<file path="config.mk">
export PLATFORM = sky130hd
export DESIGN_NAME = vtca_ctrl
export DESIGN_NICKNAME = d
export VERILOG_FILES = /design/src/design/voxel_tile_cluster_adjacency_macros.svh /design/src/design/vtca_pkg.sv /design/src/design/vtca_ctrl.sv
export SDC_FILE = /design/constraint.sdc
export NUM_CORES = 1
export LEC_CHECK = 0
export BUFFER_PORTS_ARGS = -buffer_cell sky130_fd_sc_hd__buf_2
export CAP_MARGIN = 30
export CORE_AREA = 3 3 40 42
export CTS_CLUSTER_SIZE = 14
export DETAILED_ROUTE_END_ITERATION = 12
export DIE_AREA = 0 0 43 45
export PLACE_DENSITY = 0.55
export SYNTH_ARGS = -nofsm -noshare
export SYNTH_HDL_FRONTEND = slang
export SYNTH_SLANG_ARGS = --single-unit
</file>
<file path="constraint.sdc">
create_clock -name clk -period 1.5 [get_ports clk]
set_clock_uncertainty 0.2 [all_clocks]
set_input_delay 0.15 -clock clk [delete_from_list [all_inputs] [get_ports clk]]
set_output_delay 0.15 -clock clk [all_outputs]
set_load 0.05 [all_outputs]
</file>
<file path="src/design/voxel_tile_cluster_adjacency_macros.svh">
// ----------------------------------------------------------------------------
// Assertion macros for the voxel tile cluster adjacency block
// Shared concurrent assertion forms, clocked and held off during reset.
// ----------------------------------------------------------------------------
`ifndef VOXEL_TILE_CLUSTER_ADJACENCY_MACROS_SVH
`define VOXEL_TILE_CLUSTER_ADJACENCY_MACROS_SVH

// The consequent must hold in the same cycle as the antecedent.
`define VTCA_ASSERT_SAME(lbl, clk, rstn, ante, cons, msg) \
	lbl: assert property (@(posedge clk) disable iff (!rstn) (ante) |-> (cons)) \
		else $error(msg);

// The consequent must hold in the cycle after the antecedent.
`define VTCA_ASSERT_NEXT(lbl, clk, rstn, ante, cons, msg) \
	lbl: assert property (@(posedge clk) disable iff (!rstn) (ante) |=> (cons)) \
		else $error(msg);

`endif

</file>
<file path="src/design/vtca_pkg.sv">
`timescale 1ns / 1ps
// ----------------------------------------------------------------------------
// vtca_pkg
// Types, sizes and codes shared by the voxel tile cluster adjacency block.
// ----------------------------------------------------------------------------
package vtca_pkg;

	localparam int MAX_TILES    = 256;
	localparam int NEIGHBOR_PAD = 1;

	localparam int COORD_W  = 16;
	localparam int KIND_W   = 2;
	localparam int MODE_W   = 2;
	localparam int COUNT_W  = 9;
	localparam int CNT_W    = $clog2(MAX_TILES + 1);
	localparam int ADDR_W   = $clog2(MAX_TILES);
	localparam int BOX_W    = COORD_W + 2;
	localparam int AXES     = 3;

	typedef logic signed [COORD_W-1:0] vtca_coord_t;
	typedef vtca_coord_t [AXES-1:0] vtca_tile_t;

	typedef enum logic [KIND_W-1:0] {
		KIND_QUERY   = 2'd0,
		KIND_ADD     = 2'd1,
		KIND_RESTART = 2'd2
	} vtca_kind_t;

	localparam logic [MODE_W-1:0] CONN_FACE   = 2'd0;
	localparam logic [MODE_W-1:0] CONN_EDGE   = 2'd1;
	localparam logic [MODE_W-1:0] CONN_CORNER = 2'd2;

	typedef enum logic [2:0] {
		ST_IDLE,
		ST_EXEC,
		ST_SCAN,
		ST_DRAIN,
		ST_DONE
	} vtca_state_t;

	typedef struct packed {
		logic latch;
		logic seed;
		logic append;
		logic set_ovf;
		logic scan_rd;
		logic load_out;
	} vtca_cmd_t;

	typedef struct packed {
		vtca_kind_t kind;
		logic       empty;
		logic       full;
		logic       in_box;
		logic       scan_last;
	} vtca_sts_t;

	typedef struct packed {
		logic               is_connected;
		logic               overflow;
		logic [COUNT_W-1:0] tile_count;
		vtca_tile_t         box_min;
		vtca_tile_t         box_max;
	} vtca_result_t;

endpackage

</file>
<file path="src/design/vtca_ctrl.sv">
`timescale 1ns / 1ps
// ----------------------------------------------------------------------------
// vtca_ctrl
// Sequencer: accepts an item, runs the update or the store scan, and hands
// the result to the output register.
// ----------------------------------------------------------------------------
module vtca_ctrl (
	input  logic                clk,
	input  logic                arst_n,
	input  logic                in_valid,
	output logic                in_ready,
	input  logic                out_ready,
	output logic                out_valid,
	input  vtca_pkg::vtca_sts_t sts,
	output vtca_pkg::vtca_cmd_t cmd
);
	import vtca_pkg::*;

	vtca_state_t state_q, state_nxt;
	logic        out_vld_q;

	always_ff @(posedge clk or negedge arst_n) begin
		if (!arst_n) begin
			state_q   <= ST_IDLE;
			out_vld_q <= 1'b0;
		end else begin
			state_q <= state_nxt;
			if (cmd.load_out) begin
				out_vld_q <= 1'b1;
			end else if (out_ready) begin
				out_vld_q <= 1'b0;
			end
		end
	end

	always_comb begin
		state_nxt = state_q;
		cmd       = '0;
		in_ready  = 1'b0;
		case (state_q)
			ST_IDLE: begin
				in_ready = 1'b1;
				if (in_valid) begin
					cmd.latch = 1'b1;
					state_nxt = ST_EXEC;
				end
			end
			ST_EXEC: begin
				state_nxt = ST_DONE;
				case (sts.kind)
					KIND_QUERY: begin
						// An empty cluster or a tile outside the padded box never connects.
						if (!sts.empty && sts.in_box) begin
							state_nxt = ST_SCAN;
						end
					end
					KIND_ADD: begin
						if (sts.empty) begin
							cmd.seed = 1'b1;
						end else if (sts.full) begin
							cmd.set_ovf = 1'b1;
						end else begin
							cmd.append = 1'b1;
						end
					end
					KIND_RESTART: begin
						cmd.seed = 1'b1;
					end
					default: begin
					end
				endcase
			end
			ST_SCAN: begin
				cmd.scan_rd = 1'b1;
				if (sts.scan_last) begin
					state_nxt = ST_DRAIN;
				end
			end
			ST_DRAIN: begin
				state_nxt = ST_DONE;
			end
			ST_DONE: begin
				if (!out_vld_q || out_ready) begin
					cmd.load_out = 1'b1;
					state_nxt    = ST_IDLE;
				end
			end
			default: begin
				state_nxt = ST_IDLE;
			end
		endcase
	end

	assign out_valid = out_vld_q;

endmodule

</file>
==> flow_summary.yaml <==
cells_and_area:
  layout.nets: 72
  nFillCells: 129
  final_area_um2: 619
  drive_gt1_share_pct: 62.1
  layout.cells.non_filler: 73
  areaGrowthSynthToFinish_pct: 108
  utilization_pct: 48.2
  antenna_cells: 0
place:
  dpl-instance-area_um2: 508
  placed_cells: 67
  gp_congestion: 0.663
  port_buffers: 17
  dp_hpwl_um: 646
  pre_cts_ws_ps: 3.94
critical_path:
  crit_path_end: "cmd[0]"
  cp-startpoint: "state_q[0]"
  crit_required_ps: 1150
  critPathBufInv: 1
  crit_family: "simple AND/OR/NAND/NOR gates"
  crit_path_end_kind: "primary output"
  slowest_delay_ps: 420
  r2r_slack_ps: 180
  r2r-end: "state_q[2]"
  slowest_stage: "or3b_4"
  reg2regPathDepth: 3
  crit_cells: 3
  r2r_start: "state_q[1]"
  arrival_ps: 1290
  worstSetupStartpointType: "flip-flop"
  crit_type: "reg2out"
  crit_path_max_fanout: 3
  crit_chain: "or3b_4 -> nor2_4 -> buf_6"
outcome:
  outcome: "complete, but fails checks"
  violations: "negative setup slack"
clock_network:
  clk_pin_slew_worst_paths_ps: 40
  htreeDepth: 1
  worstSkewPairLatency_ps: 230
  cts_sinks: 4
  clockRootBuffer: "clkbuf_4"
  clockBufferDepth: 2
  cts_tree: "yes"
  cts_made_buffers: 3
logic_synthesis:
  synth_top_area_share_pct: 33.6
  synthCells: 31
  synth.distinct_cells: 19
  synthFlopType: "dfrtp_1"
  yosysMostFrequentCell: "dfrtp_1"
  synth.top_cells.by_area: "dfrtp_1, ha_1, nand2b_1"
  synth_edf_count: 0
  yosys.area.top_type: "dfrtp_1"
  async_reset_ff_share_pct: 100
  ys_warn_count: 0
  synth_fp_nets: 44
  syn-cell-area_um2: 298
  synthTopCellsByCount: "dfrtp_1, ha_1, inv_1, nand2b_1"
  synth-seq-cells: 4
  syn_avg_cell_area_um2: 9.61
  ys_seq_area_share_pct: 33.6
pwr:
  leakagePower_nw: 0.287
  vdd_drop_max_mv: 0.933
  power_density_nw_per_um2: 1590
  finalPower_uw: 983
detailed_routing:
  vias: 317
  drt_iter0_markers: 3
  postRouteAntennaNets: 0
  wire_per_inst_um: 10.9
  finalWirelength_um: 796
  drt_pass1_iterations: 2
  post-route-drc-count: 0
  avgViaCountPerCell: 4.34
worst_hold_path:
  holdCritStartpoint: "sts[0]"
  hold_class: "in2reg"
sta:
  setup_viol: 7
  setup-tns-final_ps: -690
  setup_slack_ps: -137
  worst_pin_slew_ps: 318
  holdWs_ps: 38.8
  fmax_ghz: 0.611
  finalHoldViolations: 0
  finalCritPeriodShare_pct: 109
  rsz0062_at_grt: "true"
  slew_violations: 0
  period_minus_slack_ps: 1640
  max_slew_margin_pct: 78.7
floorplanning:
  initial_utilization_pct: 23.2
  die-area_um2: 1940
  row_count: 13
  dieHeight_um: 45
  io_pins: 18
  core-area_um2: 1280
  die_x_um: 43
grt:
  grt_max_degree: 8
  grt_pass1_wl_um: 1350
  grt_overflow: 0
  globalRouteTotalUtil_pct: 10.2
  grt_pass1_vias: 327
  grt_antenna_before_repair: 0
run:
  cap_viol_max_count: 0
==> report_power, final <==
group	switching (mW)	leakage [nW]	total, mW	internal (mW)
clock	0.0450	0.0150	0.145	0.0999
sequential	0.0219	0.0511	0.168	0.146
combinational	0.376	0.221	0.670	0.294
total	0.443	0.287	0.983	0.540
==> registers in the layout, summed over array words and instances, names as in the netlist <==
signal	count
out_valid	1
state_q	3
==> logic make-up (layout without fill, tap and decap cells) <==
| group | after synthesis | count (layout) | share of synthesized area [%] |
|---|---|---|---|
| simple gates | 16 | 16 | 35.3 |
| flops | 4 | 4 | 33.6 |
| compound gates | 3 | 3 | 7.56 |
| fa+ha+maj | 3 | 3 | 12.6 |
| mux | 1 | 1 | 3.36 |
| buf+inv | 4 | 31 | 7.56 |
==> per-layer routing <==
metal	GRT usage, %	vias to the layer above	wire (um)	share of wire, %
li1	-	164	-	-
met2	15.6	10	409	51
met3	2.79	2	45	5.7
met1	10.2	141	314	39
met5	0	-	0	0
met4	12.7	0	27	3.4
==> worst min-delay path: cells and delay by family <==
family	cells	cell delay, ps
mux	1	120
simple gates	1	60
buf+inv	1	90
==> worst min-delay path by stage <==
stage                            end  depth (start not counted)
after floorplan            out_valid                          0
after global placement     out_valid                          1
after detailed placement   out_valid                          1
after CTS                 state_q[0]                          3
after global routing      state_q[0]                          3
final                     state_q[0]                          3
==> layout by cell type, fill, tap and decap left out, drive strengths merged, types with 2 or more instances in the layout <==
master	n
nor2	2
inv	3
buf	23
clkbuf	4
ha	3
nand2b	3
nor3	2
nor4	2
dfrtp	4
==> area by class of cell <==
type                    instances  area, um2  share of cell area, %
repair buffers                 24        199                   32.1
clock buffers                   4       26.3                   4.24
well taps                      15       18.8                   3.03
flip-flops and latches          4        101                   16.4
multi-input cells              23        263                   42.4
inverters                       3       11.3                   1.82
==> repair_timing <==
action | 4_1_cts | 5_1_grt
hold buffers | 1 | 0
endpoints found under the setup margin | 7 | 7
resized for setup | 15 | 6
hold endpoints to repair | 4 | 0
setup buffers | 0 | 1
pin swaps | 4 | 4
(Power assumes the default switching activity.)
